--- src/hw/rtl/ictf_pkg.sv ---
// shared types, constants and a helper function for the tilt filter
`timescale 1ns / 1ps
package ictf_pkg;

  // register indexes
  localparam logic [1:0] RegMinInterval = 2'd0;
  localparam logic [1:0] RegGyroWeight  = 2'd1;
  localparam logic [1:0] RegCalibCount  = 2'd2;

  localparam int CfgWidth = 16;

  // atan(2^-i) in degrees, Q.24
  function automatic logic [31:0] atan_q24(input logic [4:0] i);
    logic [31:0] r;
    case (i)
      5'd0: r = 32'd754974720;  5'd1: r = 32'd445687602;
      5'd2: r = 32'd235489088;  5'd3: r = 32'd119537938;
      5'd4: r = 32'd60000934;   5'd5: r = 32'd30029717;
      5'd6: r = 32'd15018523;   5'd7: r = 32'd7509720;
      5'd8: r = 32'd3754917;    5'd9: r = 32'd1877466;
      5'd10: r = 32'd938734;    5'd11: r = 32'd469367;
      5'd12: r = 32'd234684;    5'd13: r = 32'd117342;
      5'd14: r = 32'd58671;     5'd15: r = 32'd29335;
      5'd16: r = 32'd14668;     5'd17: r = 32'd7334;
      5'd18: r = 32'd3667;      5'd19: r = 32'd1833;
      5'd20: r = 32'd917;       5'd21: r = 32'd458;
      5'd22: r = 32'd229;       5'd23: r = 32'd115;
      5'd24: r = 32'd57;        5'd25: r = 32'd29;
      5'd26: r = 32'd14;        5'd27: r = 32'd7;
      5'd28: r = 32'd4;         5'd29: r = 32'd2;
      5'd30: r = 32'd1;
      default: r = 32'd0;
    endcase
    return r;
  endfunction

  typedef enum logic [3:0] {
    StIdle, StCalDiv, StCalDone, StSqrt, StCordic, StRate, StInc, StBlend, StOut
  } state_e;

  typedef struct packed {
    logic [31:0] angle_x;
    logic [31:0] angle_y;
    logic [31:0] angle_z;
    logic        updated;
    logic        calib_done;
  } result_t;

  typedef struct packed {
    logic        cmd;
    logic [15:0] acc_x;
    logic [15:0] acc_y;
    logic [15:0] acc_z;
    logic [15:0] rate_x;
    logic [15:0] rate_y;
    logic [15:0] rate_z;
    logic [31:0] now_ms;
  } sample_t;

endpackage

--- src/hw/rtl/ictf_divider.sv ---
// restoring serial divider, one quotient bit per cycle, signed rounded to nearest
`timescale 1ns / 1ps
module ictf_divider import ictf_pkg::*; (
  input  logic               clk_i,
  input  logic               rst_ni,
  input  logic               start_i,
  input  logic signed [63:0] num_i,
  input  logic        [31:0] den_i,
  output logic               busy_o,
  output logic signed [63:0] quo_o
);
  logic [63:0] rem_q, rem_d, quo_q, quo_d;
  logic [31:0] den_q, den_d;
  logic        neg_q, neg_d;
  logic [6:0]  cnt_q, cnt_d;
  logic [64:0] trial;
  logic [63:0] mag;

  // |n| + d/2 then shift-subtract
  always_comb begin
    mag   = num_i[63] ? (64'd0 - num_i) : num_i;
    rem_d = rem_q;
    quo_d = quo_q;
    den_d = den_q;
    neg_d = neg_q;
    cnt_d = cnt_q;
    trial = '0;
    if (start_i) begin
      quo_d = mag + {33'd0, den_i[31:1]};
      rem_d = '0;
      den_d = den_i;
      neg_d = num_i[63];
      cnt_d = 7'd64;
    end else if (cnt_q != 7'd0) begin
      trial = {rem_q, quo_q[63]} - {33'd0, den_q};
      if (!trial[64]) begin
        rem_d = trial[63:0];
        quo_d = {quo_q[62:0], 1'b1};
      end else begin
        rem_d = {rem_q[62:0], quo_q[63]};
        quo_d = {quo_q[62:0], 1'b0};
      end
      cnt_d = cnt_q - 7'd1;
    end
  end

  always_ff @(posedge clk_i or negedge rst_ni) begin
    if (!rst_ni) begin
      cnt_q <= '0;
    end else begin
      cnt_q <= cnt_d;
    end
  end

  always_ff @(posedge clk_i) begin
    rem_q <= rem_d;
    quo_q <= quo_d;
    den_q <= den_d;
    neg_q <= neg_d;
  end

  assign busy_o = start_i || (cnt_q != 7'd0);
  assign quo_o  = neg_q ? (64'd0 - quo_q) : quo_q;
endmodule

--- config.mk ---
export PLATFORM = sky130hd
export DESIGN_NAME = ictf_divider
export DESIGN_NICKNAME = d
export VERILOG_FILES = /design/src/hw/rtl/ictf_pkg.sv /design/src/hw/rtl/ictf_divider.sv
export SDC_FILE = /design/constraint.sdc
export NUM_CORES = 1
export LEC_CHECK = 0
export BUFFER_PORTS_ARGS = -buffer_cell sky130_fd_sc_hd__buf_2
export CORE_MARGIN = 4
export CORE_UTILIZATION = 55
export DETAILED_ROUTE_END_ITERATION = 7
export HOLD_SLACK_MARGIN = 0.1
export PLACE_DENSITY_LB_ADDON = 0.12
export SETUP_SLACK_MARGIN = 0.2
export SLEW_MARGIN = 25
export SYNTH_ARGS = -nofsm -noshare
export SYNTH_HDL_FRONTEND = slang
export SYNTH_SLANG_ARGS = --single-unit
export TNS_END_PERCENT = 5
--- constraint.sdc ---
create_clock -name clk_i -period 4 [get_ports clk_i]
set_input_delay 0.8 -clock clk_i [delete_from_list [all_inputs] [get_ports clk_i]]
set_output_delay 0.8 -clock clk_i [all_outputs]
set_load 0.03 [all_outputs]
[Word-level counts from Yosys, hierarchy flattened]
Index checks and enable logic that the tools add are counted.
Word-level totals
  bits in latches: 0
  memories kept: 0
  flip-flop bits (word level): 168
  output and inout port bits: 65
  bits in writable memories: 0
  input port bits: 99
  word-level logic and storage cells: 21
  bits in read-only memories: 0
Operators by class
  order comparisons: 0
  div/mod/pow operators: 0
  add/subtract/negate cells: 5
  equality and inequality tests: 0
  shift operators: 0
  reduce and logical (&&, ||, !) cells: 3
  multiplexer cells: 8
  bitwise gates (word level): 0
  $mul: 0
Operator list (count)
  64-bit 2-to-1 mux: 5
  1-bit by 64-bit subtractor with 64-bit output, first input constant: 2
  65-bit by 32-bit subtractor with 65-bit output: 1
  64-bit by 31-bit adder with 64-bit output: 1
  7-bit 2-to-1 mux: 2
  7-bit nonzero test: 1
  7-bit by 1-bit subtractor with 7-bit output, second input constant: 1
  2-bit nonzero test: 1
  1-bit logical OR: 1
  1-bit 2-to-1 mux: 1

[Depth between registers and ports, before layout]
  word-level depth: 4
  depth in mapped cells: 18

[Least setup slack after synthesis]
No wires, ideal clock.
  path type: input -> register
  from: input port num_i[63]
  to: register quo_q[60] (data pin)
  cell stages on the path: 16
  data arrival time: 4.795 ns
  path buffers: 4
  library setup time: 0.261 ns
  slack: -1.056 ns
  cells stage by stage: clkbuf_1 -> clkbuf_1 -> clkbuf_1 -> buf_1 -> o41ai_1 -> xnor2_1 -> ha_1 -> o211a_1 -> and3_1 -> a221o_1 -> nand4_1 -> a32o_1 -> or4_4 -> or2_1 -> o311a_1 -> a221o_1
On the way
  longest elaborated chain between the ends: 3
Ends and longest elaborated chain
  start, declared: line ictf_divider.sv:7  | input logic signed [63:0] num_i,
  64-bit 2-to-1 mux: line ictf_divider.sv:21  | mag = num_i[63] ? (64'd0 - num_i) : num_i;
  64-bit by 31-bit adder with 64-bit output: line ictf_divider.sv:29  | quo_d = mag + {33'd0, den_i[31:1]};
  64-bit 2-to-1 mux: line ictf_divider.sv:28  | if (start_i) begin
  net quo_d[60]: line ictf_divider.sv:12  | logic [63:0] rem_q, rem_d, quo_q, quo_d;
  end signal, assigned: line ictf_divider.sv:57  | quo_q <= quo_d;
  end, declared: line ictf_divider.sv:12
The timed path passes the listed nets, and every way through them passes these cells.
A chain may end at the register's enable or synchronous reset.

[Final worst setup path]
  from: input port num_i[9]
  to: register quo_q[54] (data pin)
On the way
  longest elaborated chain between the ends: 4
Ends and longest elaborated chain (line)
  1-bit by 64-bit subtractor with 64-bit output: ictf_divider.sv:21
  64-bit 2-to-1 mux *: ictf_divider.sv:21
  64-bit by 31-bit adder with 64-bit output *: ictf_divider.sv:29
  64-bit 2-to-1 mux *: ictf_divider.sv:28
  net quo_d[54]: ictf_divider.sv:12
Mark *: on every way through the listed nets, which the timed path passes. The rest lies on a longest branch.

==> impl_metrics.tcl <==
set metrics [dict create \
    ir_drop_uv 441 \
    hold_ws_ns 0.164 \
    dr.pass1.iters 5 \
    port_buffers 163 \
    min_path_type "input pin to async pin" \
    hold_viol 0 \
    seq_area_frac_synth_pct 29.8 \
    multi_input_comb_area_sq_mm 0.0100 \
    grt_pass1_wl_um 74200 \
    mappedNetlistArea_sq_mm 0.0147 \
    grt_overflow 0 \
    syn_avg_cell_area_sq_um 8.61 \
    p_sw_mw 4.89 \
    setup_viol_count_final 73 \
    r2r.worst_path.cells 11 \
    die_area_sq_mm 0.0294 \
    required_ns 4.20 \
    reg2reg_to "rem_q[54]" \
    grt_pass1_vias 14400 \
    gp_congestion 0.968 \
    clockPowerShare_pct 15.9 \
    yosys.area.top_type_share_pct 19.9 \
    synth_area_leaders "edfxtp_1 (20%), xnor2_1 (9.3%), dfxtp_1 (8.7%)" \
    yosysWarnings 0 \
    path_class "input pin to register" \
    r2r_start "den_q[7]" \
    nFillCells 2077 \
    syn_inst 1704 \
    design.core.area_sq_mm 0.0261 \
    htreeDepth 4 \
    p_int_mw 5.86 \
    nNetsFinal 2290 \
    max_clock_freq_mhz 216 \
    cts_buffers 17 \
    status "finished with violations" \
    synth_largest_area_cell "edfxtp_1" \
    violations "negative setup slack" \
    clock_latency_ns 0.45 \
    drive_above_1_share_pct 29.6 \
    fin_ws_ns -0.633 \
    area_growth_pct 29.0 \
    fin_worst_skew_ns 0.0195 \
    leakage_nw 7.89 \
    drv_slew 0 \
    yosysMostFrequentCell "nand2_1" \
    post-route-min-period_ns 4.63 \
    cp.arrival_ns 4.83 \
    instances_no_fill 2471 \
    drt-total-wl_um 47600 \
    synth.distinct_cells 91 \
    first_iter_violations 1356 \
    ys_ff_latch 168 \
    vias_per_cell 6.20 \
    clk_pin_slew_ns 0.08 \
    dp_hpwl_um 35800 \
    grt_antenna_before_repair 1 \
    placedCellCount 2430 \
    cts_buffer_depth 2 \
    final_util_pct 72.5 \
    hold_buffers 0 \
    seqCellArea_sq_mm 0.00437 \
    tritoncts "built" \
    wl_per_cell_um 19.2 \
    syn-num-nets 1872 \
    preCtsSetupSlack_ns -1.02 \
    start_util_pct 56.1 \
    end_kind "register" \
    cap_viol_max_count 0 \
    route.detailed.drc 0 \
    switching_share_pct 45.5 \
    async_reset_ff_share_pct 4.17 \
    num_vias 15300 \
    synth-edff-count 97 \
    critPathLaunchType "input pin" \
    clock-sinks 168 \
    fin_crit_sh_pct 116 \
    comb_power_share_pct 56.3 \
    ant_nets 0 \
    fp.dieH_um 171 \
    ios 164 \
    rrSetupSlack_ns 0.18 \
    fin_total_pwr_mw 10.8 \
    worst_pin_slew_ns 0.867 \
    synth_ff_type "edfxtp_1" \
    die_width_um 171 \
    power_density_mw_per_mm2 568 \
    root_buffer "clkbuf_16" \
    grt_start_max_net_pins 135 \
    rsz0062_at_grt "yes" \
    crit_fanout 5 \
    fp-row-count 59 \
    max-slew-margin-rel_pct 42.2 \
    synth_commonest_cells "nand2_1 (177), xnor2_1 (156), nor2_1 (117)" \
    track_usage_pct 31.3 \
    p_seq_share_pct 27.7 \
]
## worst max-delay path, stage by stage
cell and delay (ns):
buf_6 0.09, buf_6 0.11, nor4_4 0.34, and4_4 0.32, nand3_4 0.10, o41ai_4 0.36
xnor2_1 0.13, ha_1 0.31, nand4_1 0.14, buf_4 0.18, nor2_4 0.11, a22oi_2 0.08
a32o_2 0.28, or4_4 0.62, nor4_1 0.44, xnor2_1 0.12, mux2_2 0.28
## cell usage in the layout (no fill, tap or decap), types with 24 or more instances in the layout
cell type / instances
a21o_1: 31
a21oi_1: 75
a311oi_1: 25
buf_2: 146
buf_4: 317
dfxtp_1: 64
edfxtp_1: 97
ha_1: 67
inv_1: 63
mux2_2: 45
nand2_1: 177
nand3_1: 50
nand4_1: 32
nor2_1: 115
nor3_1: 48
nor4_1: 27
o21ai_0: 81
o31ai_1: 41
o41ai_1: 31
or3_1: 24
xnor2_1: 156
xor2_1: 49
## cell families after synthesis
kind of cell | share of synthesized area (%)
and+or+nand+nor | 22.4
muxes | 4.14
AOI/OAI and AO/OA | 21.7
xor gates and xnor gates | 12.2
buffers and inverters | 3.74
adders and majority gates | 5.99
DFF | 29.8
## registers in the layout (all words and copies together) (netlist names)
register  cells
rem_q        64
den_q        32
quo_q        64
cnt_q         7
neg_q         1
## stage by stage
| step | cell area (sq um) | TNS [ns] |
|---|---|---|
| finish | 18900 | -26.38 |
| detailed placement | 18000 | -37.64 |
| global placement | 18000 | -33.94 |
| floorplan | 14700 | -17.06 |
| global route | 18900 | -37.54 |
| CTS | 18700 | -29.22 |
## repair_timing
item                       in CTS  in global routing
setup endpoints to repair      83                120
buffers inserted                2                  5
gates cloned                    0                  1
pin swaps                       3                 26
gates resized for setup        25                 49
## cell type report
class,instances,share of cell area [%]
timing repair buffer,475,17.3
antenna,1,0.0132
sequential,168,23.1
tap,335,2.21
inverter,64,1.27
multi-input combinational,1396,53.0
clock buffer,17,2.25
clock inverter,15,0.925
## worst max path at each step
stage	from	slack [ns]	to
after CTS	quo_q[7]	-0.71	quo_o[63]
after floorplan	num_i[10]	-0.76	quo_q[60]
after global placement	num_i[10]	-0.96	quo_q[60]
final	num_i[9]	-0.63	quo_q[54]
after detailed placement	num_i[10]	-1.02	quo_q[60]
after global routing	quo_q[5]	-0.75	quo_o[57]
## power groups by stage
| stage | Sequential, mW | Combinational, mW | Clock, mW |
|---|---|---|---|
| floorplan | 2.90 | 4.03 | 0 |
| global placement | 2.96 | 5.77 | 0 |
| detailed placement | 2.98 | 5.86 | 0 |
| CTS | 2.96 | 5.96 | 1.72 |
| global route | 3.05 | 6.61 | 1.79 |
| finish | 2.98 | 6.06 | 1.71 |
## metal layers
layer  part of all wire [%]  vias up  global-route usage, %
li1                       -     7297                      -
met1                     43     7265                   43.6
met2                     46      646                   50.4
met3                    7.4      102                   4.23
met4                    2.7        0                   10.4
met5                      0        -                      0
Note: power is estimated with default switching activity, not from simulation.
