--- src/hw/rtl/ictf_pkg.sv ---
// shared types, constants and a helper function for the tilt filter
`timescale 1ns / 1ps
package ictf_pkg;

  // register indexes
  localparam logic [1:0] RegMinInterval = 2'd0;
  localparam logic [1:0] RegGyroWeight  = 2'd1;
  localparam logic [1:0] RegCalibCount  = 2'd2;

  localparam int CfgWidth = 16;

  // atan(2^-i) in degrees, Q.24
  function automatic logic [31:0] atan_q24(input logic [4:0] i);
    logic [31:0] r;
    case (i)
      5'd0: r = 32'd754974720;  5'd1: r = 32'd445687602;
      5'd2: r = 32'd235489088;  5'd3: r = 32'd119537938;
      5'd4: r = 32'd60000934;   5'd5: r = 32'd30029717;
      5'd6: r = 32'd15018523;   5'd7: r = 32'd7509720;
      5'd8: r = 32'd3754917;    5'd9: r = 32'd1877466;
      5'd10: r = 32'd938734;    5'd11: r = 32'd469367;
      5'd12: r = 32'd234684;    5'd13: r = 32'd117342;
      5'd14: r = 32'd58671;     5'd15: r = 32'd29335;
      5'd16: r = 32'd14668;     5'd17: r = 32'd7334;
      5'd18: r = 32'd3667;      5'd19: r = 32'd1833;
      5'd20: r = 32'd917;       5'd21: r = 32'd458;
      5'd22: r = 32'd229;       5'd23: r = 32'd115;
      5'd24: r = 32'd57;        5'd25: r = 32'd29;
      5'd26: r = 32'd14;        5'd27: r = 32'd7;
      5'd28: r = 32'd4;         5'd29: r = 32'd2;
      5'd30: r = 32'd1;
      default: r = 32'd0;
    endcase
    return r;
  endfunction

  typedef enum logic [3:0] {
    StIdle, StCalDiv, StCalDone, StSqrt, StCordic, StRate, StInc, StBlend, StOut
  } state_e;

  typedef struct packed {
    logic [31:0] angle_x;
    logic [31:0] angle_y;
    logic [31:0] angle_z;
    logic        updated;
    logic        calib_done;
  } result_t;

  typedef struct packed {
    logic        cmd;
    logic [15:0] acc_x;
    logic [15:0] acc_y;
    logic [15:0] acc_z;
    logic [15:0] rate_x;
    logic [15:0] rate_y;
    logic [15:0] rate_z;
    logic [31:0] now_ms;
  } sample_t;

endpackage

--- src/hw/rtl/ictf_tilt.sv ---
// accelerometer tilt: serial square root then serial cordic atan2
`timescale 1ns / 1ps
module ictf_tilt import ictf_pkg::*; #(
  parameter int CordicSteps   = 16,
  parameter int AngleFracBits = 16
) (
  input  logic               clk_i,
  input  logic               rst_ni,
  input  logic               start_i,
  input  logic signed [16:0] num_i,
  input  logic signed [15:0] a_i,
  input  logic signed [15:0] b_i,
  output logic               busy_o,
  output logic signed [31:0] tilt_o
);
  localparam int Shift = 24 - AngleFracBits;

  logic [1:0]  ph_q, ph_d;
  logic [5:0]  cnt_q, cnt_d;
  logic [47:0] v_q, v_d, res_q, res_d, bit_q, bit_d;
  logic signed [47:0] x_q, x_d, y_q, y_d;
  logic signed [47:0] z_q, z_d;
  logic signed [31:0] sq_a, sq_b;
  logic [31:0] sq_sum;
  logic [47:0] rb;
  logic signed [47:0] zr;

  // phase 0 idle, 1 root, 2 cordic
  always_comb begin
    sq_a   = a_i * a_i;
    sq_b   = b_i * b_i;
    sq_sum = 32'(sq_a) + 32'(sq_b);
    ph_d   = ph_q;
    cnt_d  = cnt_q;
    v_d    = v_q;
    res_d  = res_q;
    bit_d  = bit_q;
    x_d    = x_q;
    y_d    = y_q;
    z_d    = z_q;
    rb     = res_q + bit_q;
    if (start_i) begin
      ph_d  = 2'd1;
      v_d   = {sq_sum, 16'd0};
      res_d = '0;
      bit_d = 48'd1 << 46;
      y_d   = 48'(signed'(num_i)) <<< 8;
      z_d   = '0;
      cnt_d = '0;
    end else if (ph_q == 2'd1) begin
      if (v_q >= rb) begin
        v_d   = v_q - rb;
        res_d = (res_q >> 1) + bit_q;
      end else begin
        res_d = res_q >> 1;
      end
      bit_d = bit_q >> 2;
      if (bit_q[0]) begin
        ph_d = 2'd2;
        x_d  = (v_q >= rb) ? ((res_q >> 1) + bit_q) : (res_q >> 1);
        if (((v_q >= rb) ? ((res_q >> 1) + bit_q) : (res_q >> 1)) == 48'd0 &&
            y_q == 48'sd0) begin
          ph_d = 2'd0;
        end
      end
    end else if (ph_q == 2'd2) begin
      if (!y_q[47]) begin
        x_d = x_q + (y_q >>> cnt_q);
        y_d = y_q - (x_q >>> cnt_q);
        z_d = z_q + 48'(atan_q24(cnt_q[4:0]));
      end else begin
        x_d = x_q - (y_q >>> cnt_q);
        y_d = y_q + (x_q >>> cnt_q);
        z_d = z_q - 48'(atan_q24(cnt_q[4:0]));
      end
      cnt_d = cnt_q + 6'd1;
      if (cnt_q == 6'(CordicSteps - 1)) begin
        ph_d = 2'd0;
      end
    end
  end

  always_ff @(posedge clk_i or negedge rst_ni) begin
    if (!rst_ni) begin
      ph_q <= '0;
    end else begin
      ph_q <= ph_d;
    end
  end

  always_ff @(posedge clk_i) begin
    cnt_q <= cnt_d;
    v_q   <= v_d;
    res_q <= res_d;
    bit_q <= bit_d;
    x_q   <= x_d;
    y_q   <= y_d;
    z_q   <= z_d;
  end

  // round half up to the output fraction
  always_comb begin
    if (Shift > 0) begin
      zr = (z_q + (48'sd1 <<< (Shift > 0 ? Shift - 1 : 0))) >>> Shift;
    end else begin
      zr = z_q;
    end
  end

  assign busy_o = start_i || (ph_q != 2'd0);
  assign tilt_o = zr[31:0];
endmodule

--- config.mk ---
export PLATFORM = sky130hd
export DESIGN_NAME = ictf_tilt
export DESIGN_NICKNAME = d
export VERILOG_FILES = /design/src/hw/rtl/ictf_pkg.sv /design/src/hw/rtl/ictf_tilt.sv
export SDC_FILE = /design/constraint.sdc
export NUM_CORES = 2
export LEC_CHECK = 0
export ABC_AREA = 1
export BUFFER_PORTS_ARGS = -buffer_cell sky130_fd_sc_hd__buf_2
export CAP_MARGIN = 0
export CORE_UTILIZATION = 45
export CTS_BUF_LIST = sky130_fd_sc_hd__clkbuf_8 sky130_fd_sc_hd__clkbuf_16
export CTS_CLUSTER_DIAMETER = 120
export DETAILED_ROUTE_END_ITERATION = 7
export PLACE_DENSITY = 0.58
export SYNTH_ARGS = -nofsm -noshare
export SYNTH_HDL_FRONTEND = slang
export SYNTH_SLANG_ARGS = --single-unit
--- constraint.sdc ---
create_clock -name clk_i -period 6.35 [get_ports clk_i]
set_clock_uncertainty 0.2 [all_clocks]
set_input_delay 0.3175 -clock clk_i [delete_from_list [all_inputs] [get_ports clk_i]]
set_output_delay 0.3175 -clock clk_i [all_outputs]
set_load 0.05 [all_outputs]
Word level (Yosys, flattened, before mapping) --
Memory sizes are Yosys's and may differ from the RTL's. A register that Yosys moved wholly into a read port is not among the register bits. Cells that the tools add are included.
Word-level totals: word-level logic and storage cells 85, memory bits (read-only) 1920, output and inout port bits 33, memories 2, input port bits 52, bits in registers 272
Operators by class: reduce and logical (&&, ||, !) cells 17, shift operators 2, bitwise logic cells 2, muxes and demuxes 31, $lt $le $gt $ge 1, add/sub/neg operators 12, multiply operators 2, equal/unequal tests 6
Memories:
- (no name shown) | depth 32, bits a word 30, rd ports 1, clocked after Yosys merged registers in 1, write ports 0, line ictf_pkg.sv:15 | case (i)
- (no name shown) | depth 32, bits a word 30, rd ports 1, clocked after Yosys merged registers in 1, write ports 0, line ictf_pkg.sv:15
Operators by type and width (number):
- $mux 48 | 13
- $mux 32 | 8
- $sub 48x48->48 | 3
- $add 48x48->48 | 2
- $logic_not 48->1 | 2
- $sshr 48x6->48 | 2
- $mul 16x16->32 | 2
- $add 47x47->48 | 1
- $add 48x32->48 | 1
- $add 48x47->48 | 1
- $ge 48x48->1 | 1
- $sub 48x32->48 | 1
- $add 40x9->40 const B | 1
- $add 32x32->32 | 1
- $mux 5 | 4
- $mux 2 | 6
- $reduce_bool 2->1 | 5
- $reduce_and 2->1 | 4
- $add 6x1->6 const B | 1
- $eq 6x4->1 const B | 1
- $reduce_and 3->1 | 2
- $reduce_bool 3->1 | 2
- $ne 2x2->1 const B | 2
- $ne 3x3->1 const B | 1
- other kinds (5) | 6

Longest topological paths before layout --
depth in word-level cells 9, mapped depth 39, gate-level depth less buffers 37

Worst setup path after synthesis --
Ideal clock, no wire load.
kind input to register, from input port b_i[15], to register v_q[44], data pin, slack -1106 ps, stages 26, buffers on the path 1, required time 5883 ps, setup time 267 ps, data arrival time 6990 ps, cell sequence clkbuf_1 -> nand2_1 -> inv_1 -> fa_1 -> fa_1 -> inv_1 -> fa_1 -> inv_1 -> fa_1 -> fa_1 -> fa_1 -> fa_1 -> inv_1 -> fa_1 -> inv_1 -> ha_1 -> nand2_1 -> nor2_1 -> nand2_1 -> o21ai_0 -> a21oi_1 -> o21bai_1 -> a31oi_1 -> xnor2_1 -> nand2_1 -> o21ai_0
Between the ends: longest elaborated chain between the ends 3
Ends and longest elaborated chain:
- start: declaration | line ictf_tilt.sv:12 | input logic signed [15:0] b_i,
- $mul 16x16->32 | line ictf_tilt.sv:31 | sq_b = b_i * b_i;
- $add 32x32->32 | line ictf_tilt.sv:32 | sq_sum = 32'(sq_a) + 32'(sq_b);
- $mux 48 | line ictf_tilt.sv:42 | if (start_i) begin
- net v_d[44] | line ictf_tilt.sv:20 | logic [47:0] v_q, v_d, res_q, res_d, bit_q, bit_d;
- end signal: assignment | line ictf_tilt.sv:93 | v_q <= v_d;
- end: declaration | line ictf_tilt.sv:20
The timed path passes the listed nets, and every way through them passes these cells. A chain may end at the register's enable or synchronous reset.

Worst setup path in the final report --
from input port a_i[4], to register v_q[44], data pin
Between the ends: longest elaborated chain between the ends 3
Ends and longest elaborated chain:
- start: declaration | line ictf_tilt.sv:11 | input logic signed [15:0] a_i,
- $mul 16x16->32 | line ictf_tilt.sv:30 | sq_a = a_i * a_i;
- $add 32x32->32 | line ictf_tilt.sv:32
- $mux 48 | line ictf_tilt.sv:42
- net v_d[44] | line ictf_tilt.sv:20
The timed path passes the listed nets, and every way through them passes these cells.

==> summary.txt <==
Outcome -> complete, but fails checks
Failing checks -> setup timing
H-tree level count -> 2
Compound-Gate Fraction of Synth Area -> 12.21%
Clock-pin slew on the worst setup and hold paths -> 60 ps
Num ports -> 85
CTS tree -> yes
Most frequent cells in the layout -> 2094 x nand2_1, 1395 x inv_1, 830 x nand3_1
Initial core utilization -> 45.40%
XOR/XNOR Fraction of Synth Area -> 4.938%
Post-synth ARST share -> 0.6803%
GRT Resource Usage Total -> 32.99%
Final period util -> 100.2%
Final setup margin -> -15.47 ps
Max Cap Violations -> 0
Syn nets -> 9397
Main combinational cell family by area after synthesis -> simple AND/OR/NAND/NOR gates
EDFF count, synth -> 120
Fin. Hold Viols -> 0
Commonest non-fill, non-tap cell in the layout -> nand2_1
Initial antenna violation count -> 7
DR iter-0 viols -> 4681
Die Y -> 352.7 um
Synthesized flop and latch total -> 294
Final min period -> 6365 ps
DRT Wirelength -> 208.3 mm
Clock sink total -> 294
Worst-case clock buffer depth -> 3
Die Wd -> 352.7 um
Clock root buffer -> clkbuf_16
Simple-gate portion of the synthesized area -> 29.72%
Final Wtd Congestion -> 0.9794
Layout Cells excl Fill -> 10436
Num CTS Buffers -> 44
Place WS -> -901.7 ps
Post-route DRC -> 0
Vias -> 56693
Synthesized area per cell -> 6.573 um2
Critical path's largest stage delay -> 600 ps
Core Region -> 0.1219 mm2
Worst Max-Slew Pin Slew -> 1135 ps
Ys Warns -> 0
Clock Latency Late Sink -> 660 ps
Vias in the first global route -> 55882
Global-route wire length before repair -> 320.8 mm
Worst setup SP type -> input port
Req. time, crit path -> 6510 ps
Data arrival, critical path -> 6520 ps
Layout cell share with drive strength beyond 1 -> 11.89%
Detail-routed net length per standard cell -> 19.96 um
RSZ-0062 raised after global routing -> true
Cells after synthesis -> 8418
Area added between synthesis and finish -> 15.67%
Crit-path max FO -> 8
Cell area after synthesis -> 0.05534 mm2
Die area -> 0.1244 mm2
Synth unique cells -> 64
Adder-cell share of the synthesized area -> 28.11%
Mux share of post-synthesis cell area -> 0.03618%
Final nets -> 9752
Row count -> 128
Fill cells -> 12470
Relative slew slack -> 24.30%
HPWL after detailed placement -> 173.5 mm
Final Core Density -> 52.52%
CP max stage cell -> fa_2
Register area share after synthesis -> 12.83%
Post-placement cell count -> 10287
Antenna violation net count after detailed routing -> 0
Crit Path Class -> in -> reg
Setup crit end kind -> flip-flop
Largest net degree at the start of global routing -> 95
Final Max Tran Viols -> 0
Most common flop cell mapped by yosys -> dfxtp_1
Most common cell on crit path -> fa_1
Grt ovf -> 0
Count of final setup violators -> 4
Fmax -> 157.1 MHz
Setup TNS -> -38.21 ps
Drt pass-1 iters -> 6
Via-to-Cell Ratio -> 5.432
Port Buffer Count -> 84
Min-delay worst type -> in -> reg
## cell type report
type                            count  area, um2  share of cell area [%]
Multi-Input combinational cell   6376      42810                   66.88
Inverter                         1477       5564                   8.693
Tap cell                         1625       2033                   3.176
Clock buffer                       47       1176                   1.837
Timing Repair Buffer              580       4956                   7.743
Clock inverter                     34      356.6                  0.5571
Sequential cell                   294       7104                   11.10
Antenna cell                        3      7.507                 0.01173
## stage by stage
| step | area, um2 | hold WS, ps |
|---|---|---|
| final | 64010 | 249.4 |
| after global routing | 64000 | 292.0 |
| after CTS | 63130 | 256.4 |
| after detailed placement | 60610 | -92.78 |
| after global placement | 60610 | -94.18 |
| after floorplan | 56240 | -178.1 |
## final timing paths
path                           from  endpoint  slack (ps)  depth (start not counted)
setup / recovery             a_i[4]   v_q[44]         -20                         28
hold / removal               a_i[0]   v_q[16]         250                          5
setup reg to reg           bit_q[0]   ph_q[1]         300                         36
hold reg to reg              z_q[5]    z_q[5]         270                          2
max in group asynchronous    rst_ni   ph_q[0]        5460                          3
min in group asynchronous    rst_ni   ph_q[1]         370                          3
## synth_stat cells (70+ instances only)
cell type | count | area, um2
ha_1 | 400 | 5005
xor2_1 | 206 | 1804
clkbuf_1 | 156 | 585.6
xnor2_1 | 106 | 928.4
nand4_1 | 70 | 437.9
a21oi_1 | 437 | 2187
dfxtp_1 | 172 | 3443
fa_1 | 527 | 10550
nor2_1 | 646 | 2425
edfxtp_1 | 120 | 3603
nand2_1 | 2163 | 8119
nand3_1 | 831 | 4159
inv_1 | 1458 | 5473
o21ai_0 | 462 | 2312
## timing repair
item	in CTS	in global routing
cloned	1	3
setup endpoints to repair	19	37
hold buffers	19	0
resized for setup	151	219
setup buffers	31	19
endpoints found under the hold margin	19	0
pin swaps	88	143
## worst max-delay path, delay by kind of cell
family                   cells  cell delay (ps)
XOR/XNOR                     1              130
buffers and inverters       11              880
adder cells (fa/ha/maj)      9             4560
AO/OA/AOI/OAI                3              300
AND/OR/NAND/NOR              4              290
## metal layers
layer / wire [um] / track usage (%) / share of wire, %
met5: 55 / 0 / 0.026
met4: 6985 / 9.583 / 3.4
met3: 12250 / 3.379 / 5.9
met2: 99290 / 56.49 / 48
met1: 89700 / 43.76 / 43
## logic make-up (layout without fill, tap and decap cells)
family / Yosys count / after routing
fa+ha+maj: 927 / 927
buf+inv: 1748 / 2138
xor+xnor: 312 / 312
flops: 294 / 294
compound gates: 1218 / 1218
mux: 2 / 2
other cells: 0 / 3
simple gates: 3917 / 3917
Power is not shown: default switching activity piles up to over one toggle a cycle in this logic, so the estimate is an artifact.
